### config.mk
export PLATFORM = sky130hd
export DESIGN_NAME = sces_queue
export DESIGN_NICKNAME = d
export VERILOG_FILES = /design/src/rtl/sces_pkg.sv /design/src/rtl/sces_queue.sv
export SDC_FILE = /design/constraint.sdc
export NUM_CORES = 1
export LEC_CHECK = 0
export BUFFER_PORTS_ARGS = -buffer_cell sky130_fd_sc_hd__buf_4
export CORE_ASPECT_RATIO = 1.25
export CORE_MARGIN = 2
export CORE_UTILIZATION = 52
export CTS_CLUSTER_DIAMETER = 50
export CTS_CLUSTER_SIZE = 12
export DETAILED_ROUTE_END_ITERATION = 7
export PLACE_DENSITY_LB_ADDON = 0.1
export SYNTH_ARGS = -nofsm -noshare
export SYNTH_HDL_FRONTEND = slang
export SYNTH_SLANG_ARGS = --single-unit
### constraint.sdc
create_clock -name clk_i -period 8.9 [get_ports clk_i]
set_input_delay 0.445 -clock clk_i [delete_from_list [all_inputs] [get_ports clk_i]]
set_output_delay 0.445 -clock clk_i [all_outputs]
set_load 0.01 [all_outputs]
### src/rtl/sces_pkg.sv
// Package for the color Sobel edge stream: config and queue entry types,
// register indexes and reset values. No dependencies.
`timescale 1ns / 1ps
package sces_pkg;

  localparam int MAX_WIDTH_DEF = 2048;
  localparam int QUEUE_DEPTH   = 2;

  localparam logic [2:0] CFG_WIDTH  = 3'd0;
  localparam logic [2:0] CFG_HEIGHT = 3'd1;
  localparam logic [2:0] CFG_RED    = 3'd2;
  localparam logic [2:0] CFG_GREEN  = 3'd3;
  localparam logic [2:0] CFG_BLUE   = 3'd4;

  localparam logic [11:0] WIDTH_RST  = 12'd640;
  localparam logic [11:0] HEIGHT_RST = 12'd480;
  localparam logic [8:0]  RED_RST    = 9'd77;
  localparam logic [8:0]  GREEN_RST  = 9'd150;
  localparam logic [8:0]  BLUE_RST   = 9'd29;

  typedef struct packed {
    logic [11:0] image_width;
    logic [11:0] image_height;
    logic [8:0]  weight_red;
    logic [8:0]  weight_green;
    logic [8:0]  weight_blue;
  } cfg_t;

  // win[row][col]: row 0 top, col 0 left
  typedef struct packed {
    logic [2:0][2:0][7:0] win;
    logic [23:0]          color;
    logic [10:0]          col;
    logic [11:0]          row;
    logic                 done;
    logic                 border;
  } entry_t;

endpackage

### src/rtl/sces_queue.sv
// Short queue of window entries between front and back.
// Depends on sces_pkg.
`timescale 1ns / 1ps
module sces_queue import sces_pkg::*; (
  input  logic   clk_i,
  input  logic   rst_ni,
  input  logic   push_i,
  input  entry_t entry_i,
  output logic   full_o,
  input  logic   pop_i,
  output entry_t entry_o,
  output logic   empty_o
);
  localparam int PW = (QUEUE_DEPTH > 1) ? $clog2(QUEUE_DEPTH) : 1;
  localparam int CNTW = $clog2(QUEUE_DEPTH + 1);

  entry_t            slot_q [QUEUE_DEPTH];
  logic [PW-1:0]     wr_q, rd_q;
  logic [CNTW-1:0]   cnt_q;

  assign full_o  = cnt_q == CNTW'(QUEUE_DEPTH);
  assign empty_o = cnt_q == '0;
  assign entry_o = slot_q[rd_q];

  always_ff @(posedge clk_i) begin
    if (push_i) begin
      slot_q[wr_q] <= entry_i;
    end
  end

  always_ff @(posedge clk_i or negedge rst_ni) begin
    if (!rst_ni) begin
      wr_q  <= '0;
      rd_q  <= '0;
      cnt_q <= '0;
    end else begin
      if (push_i) begin
        wr_q <= (wr_q == PW'(QUEUE_DEPTH - 1)) ? '0 : wr_q + 1'b1;
      end
      if (pop_i) begin
        rd_q <= (rd_q == PW'(QUEUE_DEPTH - 1)) ? '0 : rd_q + 1'b1;
      end
      if (push_i && !pop_i) begin
        cnt_q <= cnt_q + 1'b1;
      end else if (pop_i && !push_i) begin
        cnt_q <= cnt_q - 1'b1;
      end
    end
  end
endmodule

# --- Yosys cells after proc, flatten, opt, wreduce, memory -nomap -nowiden ---
# Memories as Yosys holds them, arrays and structs flattened.
# Index checks and enable logic that the tools add are counted.
word_totals:
  ff_bits: 4
  n_memories: 1
  input_bits: 125
  output_inout_bits: 123
  ram_bits: 242
op_classes:
  muxes: 6
  addsub: 4
  n_eq_ne: 1
  reduce_logical: 6
memory_table:
  columns: ["name", "depth", "width", "read_ports", "rd_ports_with_merged_regs", "write_ports", "line_no", "rtl"]
  rows:
  - ["slot_q", 2, 121, 1, 0, 1, "sces_queue.sv:17", "entry_t slot_q [QUEUE_DEPTH];"]
ops:
  columns: ["operator", "count"]
  rows:
  - ["$mux W1", 4]
  - ["$mux W2", 2]
  - ["$add A1 B1 Y1 const B", 2]
  - ["$add A2 B1 Y2 const B", 1]
  - ["$eq A2 B2 Y1 const B", 1]
  - ["$logic_and A1 B1 Y1", 2]
  - ["$logic_not A1 Y1", 2]
  - ["$logic_not A2 Y1", 1]
  - ["$reduce_bool A2 Y1", 1]
  - ["$sub A2 B1 Y2 const B", 1]

# --- Depth between registers and ports, before layout ---
depth:
  word_depth: 4
  mapped_depth: 5

# --- Worst setup path after synthesis ---
# No wires, ideal clock.
synth_path:
  path_type: "register to register"
  from: "reg wr_q"
  to: "mem slot_q[0][0] in the netlist's numbering, enable pin"
  t_arrival_ns: 5.751
  path_slack_ns: 2.532
  setup_ns: 0.617
  stages_incl_launch_ff: 2
  n_path_buf: 0
  t_required_ns: 8.283
  cell_sequence: "dfrtp_1 nor2b_1"
synth_lines:
  columns: ["element", "line_no", "rtl"]
  rows:
  - ["start, declared", "sces_queue.sv:18", "logic [PW-1:0] wr_q, rd_q;"]
  - ["start signal, assigned", "sces_queue.sv:38", "wr_q <= (wr_q == PW'(QUEUE_DEPTH - 1)) ? '0 : wr_q + 1'b1;"]
  - ["end, declared", "sces_queue.sv:17", null]
# No word-level cell before the write port.

==> summary.txt <==
Outcome
  – Status: finished, final reports clean

Clock tree
  – CTS max path bufs: 3
  – CTS sink cnt: about 250
  – Root Buffer Master: clkbuf_16
  – Worst-path clk slew: approximately 0.06 ns
  – CTS tree: yes
  – Worst-Skew Late Latency: roughly 0.50 ns
  – CTS Buf Count: 24
  – Post-CTS Setup Bufs: 0
  – Max H-tree Level: 1

Placement
  – Buffers on Ports: between 200 and 250
  – RePlAce Congestion: 0.741
  – Inst Count DP: about 850
  – Area after DPL: approximately 0.011 mm²
  – Post-DP HPWL: around 11000 µm

Yosys
  – Post-synth top area share: ~80%
  – Ys Warns: 0
  – Syn nets: between 500 and 600
  – Yosys reg bits: around 250
  – Mapped Avg Cell Area: around 24 µm²
  – Post-synthesis cell count: between 300 and 400
  – Seq/Total Area, Yosys: 79.6%
  – Area leader, netlist: edfxtp_1
  – Cell variety after synth: 14
  – Post-Synthesis Cell Area: 0.00925 mm²
  – Dominant cells by area after synthesis: edfxtp_1 79%, mux2_4 13%, mux2_2 5.0%, buf_6 1.1%, dfrtp_1 1.1%

Route
  – WL final: roughly 17000 µm
  – # DRC: 0
  – Routed len/inst: about 19 µm
  – DR vias/cell: 5.05
  – First drt pass iteration count: 4
  – Routed via count: ~4500
  – Initial DRC count: ~320
  – Post-route ant nets: 0

Critical path
  – R2R Path End: slot_q[1][93]
  – Crit path buffers/inverters: 2
  – Worst reg2reg path startpoint: wr_q
  – Reg2reg path depth: 2
  – Crit-path cells: buf_4 > mux2_2 > buf_4
  – CP Capture Type: output pin
  – Crit path top cell by count: buf_4
  – Crit Path Max Fanout: 73
  – CP arrival: around 3.2 ns
  – CP peak stage delay: between 1 and 1.5 ns
  – Crit. path cell count: 3
  – Critical Path RT: 8.46 ns
  – R2R setup slack: 6.51 ns
  – Cell family contributing the most delay on the critical path: flip-flops
  – Crit Path Category: flop to output pin
  – Critical path's slowest cell: dfrtp_4
  – CP startpoint kind: flop

Job
  – Total of max-cap violations: 0

Floorplan
  – FP Rows: 54
  – Starting density of the core: between 50% and 60%
  – Height of the die: between 150 and 200 µm
  – IO Pins: roughly 250
  – Core box area: between 0.015 and 0.02 mm²
  – Die area: 0.0189 mm²
  – Chip width: ~120 µm

Timing
  – Achievable frequency: between 200 and 300 MHz
  – Final Hold Vio Count: 0
  – Max-slew violation count: 0
  – Setup TNS: 0 ns
  – Min Tclk post-route: ~3.7 ns
  – Setup-failing EPs final: 0
  – Final Cycle Share: between 40% and 50%
  – Max_slew headroom: 20.7%
  – RSZ-0062 raised after global routing: no
  – Worst Skew: 0.0102 ns
  – Minimum hold slack: around 0.12 ns
  – Worst Tran Pin Value: approximately 1.2 ns

Finish
  – Final nets: 783
  – Combined flip-flop and latch cell area: about 0.0074 mm²
  – Multi-input logic area: approximately 0.0018 mm²
  – Final Non-Filler Cells: 898
  – Design Area, Final: approximately 0.012 mm²
  – Antenna cells: 0
  – Layout cells sized above 1: between 50% and 60%
  – Util after Layout: between 60% and 70%
  – # fillers: 1156
  – Synthesis-to-finish area growth: 29.7%

Power and ir drop
  – Pwr dens: about 310 mW/mm²
  – Leakage: 4.73 nW
  – Combinational group share of total power: a little under a third
  – Worst VDD drop: about 0.00022 V
  – Int Pwr: 0.00274 W
  – Sw Share: 27.1%
  – Sequential power share: between 40 and 50%
  – Clock share of power: between 20% and 30%
  – Sw power: between 0.001 and 0.0015 W

Worst hold path
  – Worst hold stages: 2
  – Worst Hold Class: input port to flop
  – Hold endpoint: rd_q
  – HP Start: pop_i

Global route
  – GRT Residual Overflow: 0
  – Tot GR Track Use: 17.2%
  – First-pass GRT wire length: 24900 µm
  – Vias in the first global route: 4744
  – Initial antenna violation count: 0
  – Largest net degree at the start of global routing: around 80
==> per-stage QoR <==
step	setup WS, ns	total power, W
6_report	5.24	0.00376
5_1_grt	5.09	0.00393
4_1_cts	5.21	0.00381
3_5_place_dp	5.76	0.00290
3_3_place_gp	5.79	0.00287
2_1_floorplan	2.53	0.00242
==> Yosys cell counts (all sizes together) <==
library cell / number
ha: 1
xnor2: 1
inv: 1
buf: 14
nor2: 2
dfrtp: 4
xor2: 4
mux2: 121
and2: 1
edfxtp: 242
nor2b: 2
==> layer usage <==
metal	GRT usage (%)	vias to the layer above	share of wire, %
met5	0	-	0
met4	6.82	0	3.1
met3	5.97	37	9.6
met2	27.8	195	49
met1	21.3	2216	39
li1	-	2086	-
==> timing repair <==
action,CTS,global route
endpoints found under the hold margin,4,0
hold buffers,1,0
endpoints found under the setup margin,0,0
gates resized for setup,0,0
==> final cells by class <==
cell class,count,area share (%)
Sequential cell,246,61.4
Timing Repair Buffer,252,15.8
Multi-Input combinational cell,132,14.6
Clock buffer,41,5.71
Tap cell,224,2.34
Clock inverter,2,0.0834
Inverter,1,0.0313
==> cells in the final DEF (no fill, tap or decap) <==
| cell | instances |
|---|---|
| nor2_1 | 2 |
| nor2b_4 | 1 |
| buf_4 | 251 |
| dfrtp_1 | 3 |
| mux2_2 | 41 |
| xor2_1 | 4 |
| and2_4 | 1 |
| clkinv_2 | 2 |
| dlygate4sd3_1 | 1 |
| nor2b_1 | 1 |
| clkbuf_1 | 16 |
| edfxtp_1 | 242 |
| xnor2_1 | 1 |
| clkbuf_16 | 25 |
| inv_1 | 1 |
| ha_1 | 1 |
| dfrtp_4 | 1 |
| mux2_4 | 80 |
==> how the worst max path moves through the flow <==
stage / startpoint / to
3_3_place_gp: rd_q / entry_o[101]
6_report: rd_q / entry_o[101]
3_5_place_dp: rd_q / entry_o[101]
5_1_grt: rd_q / entry_o[100]
2_1_floorplan: wr_q / slot_q[0][0]
4_1_cts: rd_q / entry_o[101]
==> cell families (layout without fill, tap and decap cells) <==
logic type / after synthesis / count (layout) / share of synthesized area (%)
adders and majority gates: 1 / 1 / 0.135
muxes: 121 / 121 / 18.0
and+or+nand+nor: 5 / 5 / 0.284
buffers and inverters: 15 / 296 / 1.51
xor gates and xnor gates: 5 / 5 / 0.473
DFF: 246 / 246 / 79.6
==> worst register-to-register path: stages, from the launching register on <==
cell and delay, ns:
dfrtp_1 0.43, and2_4 0.58, buf_4 0.90
==> power groups by stage <==
stage | Clock (W) | Combinational, W | Sequential, W
after floorplan | 0 | 0.000787 | 0.00164
after global placement | 0 | 0.00119 | 0.00168
after detailed placement | 0 | 0.00120 | 0.00170
after CTS | 0.000930 | 0.00120 | 0.00168
after global routing | 0.000975 | 0.00126 | 0.00170
final | 0.000907 | 0.00118 | 0.00167
==> registers in the layout, indices dropped and copies added, names as in the netlist <==
name,cells
cnt_q,2
rd_q,1
slot_q,242
wr_q,1
Note: power is estimated with default switching activity, not from simulation.
