--- src/rtl/sces_pkg.sv ---
// Package for the color Sobel edge stream: config and queue entry types,
// register indexes and reset values. No dependencies.
`timescale 1ns / 1ps
package sces_pkg;

  localparam int MAX_WIDTH_DEF = 2048;
  localparam int QUEUE_DEPTH   = 2;

  localparam logic [2:0] CFG_WIDTH  = 3'd0;
  localparam logic [2:0] CFG_HEIGHT = 3'd1;
  localparam logic [2:0] CFG_RED    = 3'd2;
  localparam logic [2:0] CFG_GREEN  = 3'd3;
  localparam logic [2:0] CFG_BLUE   = 3'd4;

  localparam logic [11:0] WIDTH_RST  = 12'd640;
  localparam logic [11:0] HEIGHT_RST = 12'd480;
  localparam logic [8:0]  RED_RST    = 9'd77;
  localparam logic [8:0]  GREEN_RST  = 9'd150;
  localparam logic [8:0]  BLUE_RST   = 9'd29;

  typedef struct packed {
    logic [11:0] image_width;
    logic [11:0] image_height;
    logic [8:0]  weight_red;
    logic [8:0]  weight_green;
    logic [8:0]  weight_blue;
  } cfg_t;

  // win[row][col]: row 0 top, col 0 left
  typedef struct packed {
    logic [2:0][2:0][7:0] win;
    logic [23:0]          color;
    logic [10:0]          col;
    logic [11:0]          row;
    logic                 done;
    logic                 border;
  } entry_t;

endpackage

--- src/rtl/sces_back.sv ---
// Back part: Sobel sums, iterative square root of half the squared norm,
// color scaling and the output register.
// Depends on sces_pkg.
`timescale 1ns / 1ps
module sces_back import sces_pkg::*; (
  input  logic        clk_i,
  input  logic        rst_ni,
  input  logic        q_empty_i,
  input  entry_t      q_entry_i,
  output logic        q_pop_o,
  input  logic        pop_i,
  output logic        empty_o,
  output logic [10:0] out_col_o,
  output logic [11:0] out_row_o,
  output logic [7:0]  out_red_o,
  output logic [7:0]  out_green_o,
  output logic [7:0]  out_blue_o,
  output logic        frame_done_o
);
  localparam logic [2:0] B_IDLE = 3'd0;
  localparam logic [2:0] B_SUM  = 3'd1;
  localparam logic [2:0] B_SQ   = 3'd2;
  localparam logic [2:0] B_ADD  = 3'd3;
  localparam logic [2:0] B_ROOT = 3'd4;
  localparam logic [2:0] B_MUL  = 3'd5;
  localparam logic [2:0] B_OUT  = 3'd6;

  logic [2:0]         state_q;
  entry_t             ent_q;
  logic signed [11:0] v_q, h_q;
  logic [19:0]        vv_q, hh_q;
  logic [19:0]        n_q, res_q, bit_q;
  logic [15:0]        pr_q, pg_q, pb_q;
  logic               out_valid_q;
  logic [7:0]         mag;
  logic [19:0]        trial;
  logic               slot_free;

  function automatic logic signed [11:0] tap(input logic [7:0] p);
    tap = signed'({4'd0, p});
  endfunction

  function automatic logic [7:0] div255(input logic [15:0] p);
    logic [16:0] t;
    t = 17'(p) + 17'd1 + 17'(p[15:8]);
    div255 = t[15:8];
  endfunction

  assign q_pop_o   = (state_q == B_IDLE) && !q_empty_i;
  assign slot_free = !out_valid_q || pop_i;
  assign empty_o   = !out_valid_q;
  assign trial     = res_q + bit_q;
  assign mag       = ent_q.border ? 8'd0 : ((res_q > 20'd255) ? 8'hFF : res_q[7:0]);

  always_ff @(posedge clk_i) begin
    case (state_q)
      B_IDLE: if (!q_empty_i) ent_q <= q_entry_i;
      B_SUM: begin
        v_q <= tap(ent_q.win[0][0]) + (tap(ent_q.win[1][0]) <<< 1) + tap(ent_q.win[2][0])
             - tap(ent_q.win[0][2]) - (tap(ent_q.win[1][2]) <<< 1) - tap(ent_q.win[2][2]);
        h_q <= tap(ent_q.win[0][0]) + (tap(ent_q.win[0][1]) <<< 1) + tap(ent_q.win[0][2])
             - tap(ent_q.win[2][0]) - (tap(ent_q.win[2][1]) <<< 1) - tap(ent_q.win[2][2]);
      end
      B_SQ: begin
        vv_q <= 20'(unsigned'(24'(v_q) * 24'(v_q)));
        hh_q <= 20'(unsigned'(24'(h_q) * 24'(h_q)));
      end
      B_ADD: begin
        n_q   <= 20'((21'(vv_q) + 21'(hh_q)) >> 1);
        res_q <= '0;
        bit_q <= 20'd1 << 18;
      end
      B_ROOT: begin
        // one result bit per cycle
        if (n_q >= trial) begin
          n_q   <= n_q - trial;
          res_q <= (res_q >> 1) + bit_q;
        end else begin
          res_q <= res_q >> 1;
        end
        bit_q <= bit_q >> 2;
      end
      B_MUL: begin
        pr_q <= ent_q.color[23:16] * mag;
        pg_q <= ent_q.color[15:8] * mag;
        pb_q <= ent_q.color[7:0] * mag;
      end
      default: ;
    endcase
    if (state_q == B_OUT && slot_free) begin
      out_col_o    <= ent_q.col;
      out_row_o    <= ent_q.row;
      out_red_o    <= div255(pr_q);
      out_green_o  <= div255(pg_q);
      out_blue_o   <= div255(pb_q);
      frame_done_o <= ent_q.done;
    end
  end

  always_ff @(posedge clk_i or negedge rst_ni) begin
    if (!rst_ni) begin
      state_q     <= B_IDLE;
      out_valid_q <= 1'b0;
    end else begin
      if (pop_i) begin
        out_valid_q <= 1'b0;
      end
      case (state_q)
        B_IDLE: if (!q_empty_i) state_q <= B_SUM;
        B_SUM:  state_q <= B_SQ;
        B_SQ:   state_q <= B_ADD;
        B_ADD:  state_q <= B_ROOT;
        B_ROOT: if (bit_q[1:0] != 2'd0) state_q <= B_MUL;
        B_MUL:  state_q <= B_OUT;
        B_OUT: begin
          if (slot_free) begin
            out_valid_q <= 1'b1;
            state_q     <= B_IDLE;
          end
        end
        default: state_q <= B_IDLE;
      endcase
    end
  end
endmodule

--- config.mk ---
export PLATFORM = sky130hd
export DESIGN_NAME = sces_back
export DESIGN_NICKNAME = d
export VERILOG_FILES = /design/src/rtl/sces_pkg.sv /design/src/rtl/sces_back.sv
export SDC_FILE = /design/constraint.sdc
export NUM_CORES = 2
export LEC_CHECK = 0
export ABC_AREA = 1
export CORE_MARGIN = 5
export CORE_UTILIZATION = 55
export CTS_CLUSTER_SIZE = 20
export DETAILED_ROUTE_END_ITERATION = 10
export DONT_BUFFER_PORTS = 1
export PLACE_DENSITY = 0.77
export REMOVE_ABC_BUFFERS = 1
export SLEW_MARGIN = 10
export SYNTH_ARGS = -nofsm -noshare
export SYNTH_HDL_FRONTEND = slang
export SYNTH_SLANG_ARGS = --single-unit
--- constraint.sdc ---
create_clock -name clk_i -period 6.9 [get_ports clk_i]
set_input_delay 0.69 -clock clk_i [delete_from_list [all_inputs] [get_ports clk_i]]
set_output_delay 0.69 -clock clk_i [all_outputs]
set_load 0.01 [all_outputs]
* Word level (Yosys, flattened, before mapping)
Cells that the tools add are included. W data, S select, Z words.
Storage, ports and cells: flip-flop bits (word level) 337, input port bits 125, output and inout bits 50, logic and storage cells 94
Operators by class: $add $sub $neg 20, multipliers 5, order comparisons 2, equality and inequality tests 10, multiplexer cells 14, bitwise logic cells 1, reductions and logical operators 11
Operators with widths (count):
- $pmux W20 S2 | 3
- $add A16 B1 Y16 const B | 3
- $add A16 B8 Y16 | 3
- $mul A8 B8 Y16 | 3
- $mul A12 B12 Y20 | 2
- $mux W20 | 2
- $sub A11 B8 Y12 | 2
- $sub A12 B10 Y12 | 2
- $sub A12 B9 Y12 | 2
- $add A10 B8 Y11 | 2
- $add A20 B20 Y21 | 1
- $pmux W3 S7 | 1
- $add A19 B20 Y20 | 1
- $add A20 B20 Y20 | 1
- $add A8 B9 Y10 | 2
- $ge A20 B20 Y1 | 1
- $gt A20 B8 Y1 const B | 1
- $sub A20 B20 Y20 | 1
- $mux W8 | 2
- $eq A3 B3 Y1 const B | 3
- $mux W3 | 3
- $ne A2 B2 Y1 const B | 4
- $eq A3 B2 Y1 const B | 2
- $reduce_and A2 Y1 | 2
- other kinds (9) | 14

* Logic depth before layout (Yosys ltp)
depth in word-level cells 5, mapped depth 25, gate-level depth less buffers 23

* Worst setup path before layout
OpenSTA, ideal clock, no wires.
path kind input to output, start point input port q_empty_i, end point output port q_pop_o, arrival 5481 ps, required time 6210 ps, slack 729 ps, stages 1, path buffers 0, cells stage by stage nor2_1
Between the ends: word-level cells in the longest chain between the ends 2
RTL lines:
- from (decl) | RTL line sces_back.sv:8 | input logic q_empty_i,
- $logic_not A1 Y1
- $logic_and A1 B1 Y1 | RTL line sces_back.sv:49 | assign q_pop_o = (state_q == B_IDLE) && !q_empty_i;
- to (decl) | RTL line sces_back.sv:10 | output logic q_pop_o,
No other way between the ends.

* Final worst setup path
start point register res_q[18], end point register pr_q[12] (data pin)
Between the ends: word-level cells in the longest chain between the ends 4
RTL lines:
- from (decl) | RTL line sces_back.sv:32 | logic [19:0] n_q, res_q, bit_q;
- from (signal assigned) | RTL line sces_back.sv:77 | res_q <= (res_q >> 1) + bit_q;
- from (signal assigned) | RTL line sces_back.sv:79 | res_q <= res_q >> 1;
- $gt A20 B8 Y1 | RTL line sces_back.sv:53 | assign mag = ent_q.border ? 8'd0 : ((res_q > 20'd255) ? 8'hFF : res_q[7:0]);
- $mux W8 (2 in series) | RTL line sces_back.sv:53
- $mul A8 B8 Y16 | RTL line sces_back.sv:84 | pr_q <= ent_q.color[23:16] * mag;
- to (signal assigned) | RTL line sces_back.sv:84
- to (decl) | RTL line sces_back.sv:33 | logic [15:0] pr_q, pg_q, pb_q;
No other way between the ends. A chain may end at the register's enable or synchronous reset.

==> metrics.md <==
| Metric | Value |
|---|---|
| Fin crit period | `5.75 ns` |
| Share of layout cells above drive strength 1 | `0.0286` |
| Crit path largest cell delay | `0.65 ns` |
| Total GRT Usage | `0.214` |
| First-pass GRT wire length | `between 100000 and 150000 um` |
| EDFF count, synth | `321` |
| Final core occ | `0.588` |
| I/O Buffers | `0` |
| Arrival time at the worst endpoint | `approximately 6.1 ns` |
| DR pass1 iterations | `5` |
| Fin. max-slew vios | `0` |
| CTS Buf Count | `36` |
| Critical Path Most Common Cell | `inv_1` |
| HPWL after detailed placement | `53700 um` |
| Crit path launch type | `register` |
| Number of global-route vias before repair | `around 24000` |
| Top-count cell post-synth | `inv_1` |
| Final WL | `67600 um` |
| Via count | `23100` |
| Area contributors post-synth | `edfxtp_1 30%, fa_1 23%, ha_1 12%, inv_1 9.0%, nand2_1 8.0%` |
| Clock transition at the registers of the reported paths | `roughly 0.070 ns` |
| Hold WC Path Type | `in -> reg` |
| Final-stage net count | `around 4400` |
| Htree depth | `2` |
| Core Area | `between 50000 and 60000 sq um` |
| Final Setup Violations | `0` |
| Worst-Skew Late Latency | `~0.56 ns` |
| Routed length per instance | `~15 um` |
| Yosys top cell by area | `edfxtp_1` |
| Largest net degree at the start of global routing | `115` |
| Total number of yosys warnings | `0` |
| Max Cap Viol | `0` |
| Worst r2r src | `res_q[18]` |
| Setup slack, reg-to-reg | `1.15 ns` |
| Worst-margin pin slew | `slightly above 1 ns` |
| Main synth FF type | `edfxtp_1` |
| Root Buffer | `clkbuf_16` |
| DRC | `0` |
| Status | `finished clean` |
| I/O pin count | `175` |
| Worst path depth | `21` |
| Async SR Flop Fraction | `0.0123` |
| Cell area after synthesis | `roughly 32000 sq um` |
| Setup TNS | `0 ns` |
| Worst Path Max Fanout | `8` |
| Antenna violations before repair | `5` |
| Syn avg cell area | `9.07 sq um` |
| Unique cell type count in the Yosys netlist | `48` |
| GR Util met3 | `0.0346` |
| Routability cong. | `approximately 0.9` |
| Final period util | `0.833` |
| Drt first-iter violations | `1511` |
| ANT nets after route | `0` |
| Most Used Layer, Global Route | `met2` |
| CTS tree | `built` |
| Critical path's slowest cell | `o21ai_1` |
| Initial Util | `0.552` |
| Area grow syn2layout | `6.47%` |
| Post-Syn Instances | `about 3600` |
| Skew final | `about 0.015 ns` |
| CP cell instances | `inv_1, nand2_1, nor4_2, nand2_2, o21ai_1, inv_1, nand2_1, fa_1, fa_1, inv_1, fa_1, inv_1, fa_1, inv_1, ha_1, a21oi_1, o21ai_0, a21o_1, nand3_1, nand2_1, xor2_1` |
| GRT overflow | `0` |
| Setup bufs post-CTS | `0` |
| Full die area | `about 64000 sq um` |
| Crit path capture type | `register` |
| Hold WS | `0.225 ns` |
| GR Layer Usage met1 | `0.287` |
| Placed Area | `~33000 sq um` |
| Die Width | `roughly 250 um` |
| Worst Path Buf+Inv | `5` |
| Post-synth top area share | `0.297` |
| Top delay family on crit path | `adder cells` |
| Critical Path End | `pr_q[12]` |
| Slew headroom | `0.313` |
| Sequential area share after synthesis | `0.300` |
| Crit. Startpoint | `res_q[18]` |
| R2R cell count | `21` |
| GR Layer Usage met2 | `0.369` |
| Unrepaired setup endpoints after global routing | `no` |
| Top cells by count, synth | `777 x inv_1, 687 x nand2_1, 372 x fa_1` |
| Hold Vio Cnt, Final | `0` |
| Die height | `approximately 250 um` |
| Clock sink count | `roughly 330` |
| # rows | `89` |
| FF-to-FF End | `pr_q[12]` |
| Worst setup path category | `reg -> reg` |
| Seq cells post-synth | `~330` |
| Max Clock Freq | `174 MHz` |
| Hold Path Depth | `0` |
| Vias per cell | `between 5 and 6` |
| Cell area after layout | `about 35000 sq um` |
| Clock Path Buffers | `3` |
| Worst path required time | `between 7 and 8 ns` |
-- sequential cells by signal, indices dropped and copies added, names as in the netlist --
signal and count:
out_valid_q 1, hh_q 19, v_q 12, pb_q 16, pr_q 16, out_row_o 12
out_green_o 8, res_q 20, bit_q 10, out_blue_o 8, out_col_o 11, n_q 20
vv_q 19, out_red_o 8, frame_done_o 1, h_q 12, pg_q 16, state_q 3
ent_q 113
-- cell usage in the layout (no fill, tap or decap), types with 4 or more instances in the layout --
cell type  instances
inv_1            777
nand2_1          687
fa_1             372
nor2_1           340
edfxtp_1         321
ha_1             308
a21oi_1          158
nand3_1          133
o21ai_0          101
xor2_1            78
xnor2_1           49
nand4_1           39
clkbuf_16         36
nor3_1            30
nand3b_1          20
buf_4             13
a21o_1            12
or2_2             12
o21bai_1           8
o21a_1             8
clkbuf_1           7
o211ai_1           6
inv_2              5
a31oi_1            5
o31ai_1            5
bufinv_16          5
clkinv_2           5
diode_2            4
o21ai_2            4
and2_1             4
o22ai_1            4
clkinv_1           4
dfrtp_1            4
-- how the worst min path moves through the flow --
stage / end / slack (ns) / start
final: ent_q[5] / 0.23 / q_entry_i[5]
after global routing: ent_q[5] / 0.19 / q_entry_i[5]
after CTS: ent_q[60] / 0.19 / q_entry_i[60]
after detailed placement: state_q[0] / 0.39 / rst_ni
after global placement: out_valid_q / 0.39 / rst_ni
after floorplan: out_valid_q / 0.39 / rst_ni
-- stage by stage --
| stage | setup slack [ns] | instances |
|---|---|---|
| CTS | 1.23 | 4377 |
| global placement | 1.26 | 4311 |
| finish | 1.15 | 4381 |
| detailed placement | 1.25 | 4311 |
| global route | 0.811 | 4378 |
| floorplan | 0.729 | 3524 |
-- kinds of logic after synthesis --
group,after synthesis,share of synthesized area
flops,325,0.300
simple gates,1285,0.164
xor+xnor,127,0.0343
compound gates,325,0.0548
fa+ha+maj,680,0.349
buf+inv,833,0.0983
-- cell type report --
class                   instances  area (sq um)
repair buffers                 15           128
inverters                     782          2940
clock buffers                  43           927
clock inverters                22           279
multi-input cells            2417         19500
fillers                      4873         24200
diodes                          4          10.0
well taps                     773           967
flip-flops and latches        325          9740
-- timing repair --
| action | in CTS | in global routing |
|---|---|---|
| hold buffers | 1 | 0 |
| resized for setup | 0 | 0 |
| hold endpoints to repair | 4 | 0 |
-- metal layers --
layer | part of all wire | vias to the layer above
li1 | - | 11300
met1 | 0.42 | 11100
met2 | 0.49 | 660
met3 | 0.061 | 111
met4 | 0.022 | 4
met5 | 0.00018 | -
Power is not shown: default switching activity piles up to over one toggle a cycle in this logic, so the estimate is an artifact.
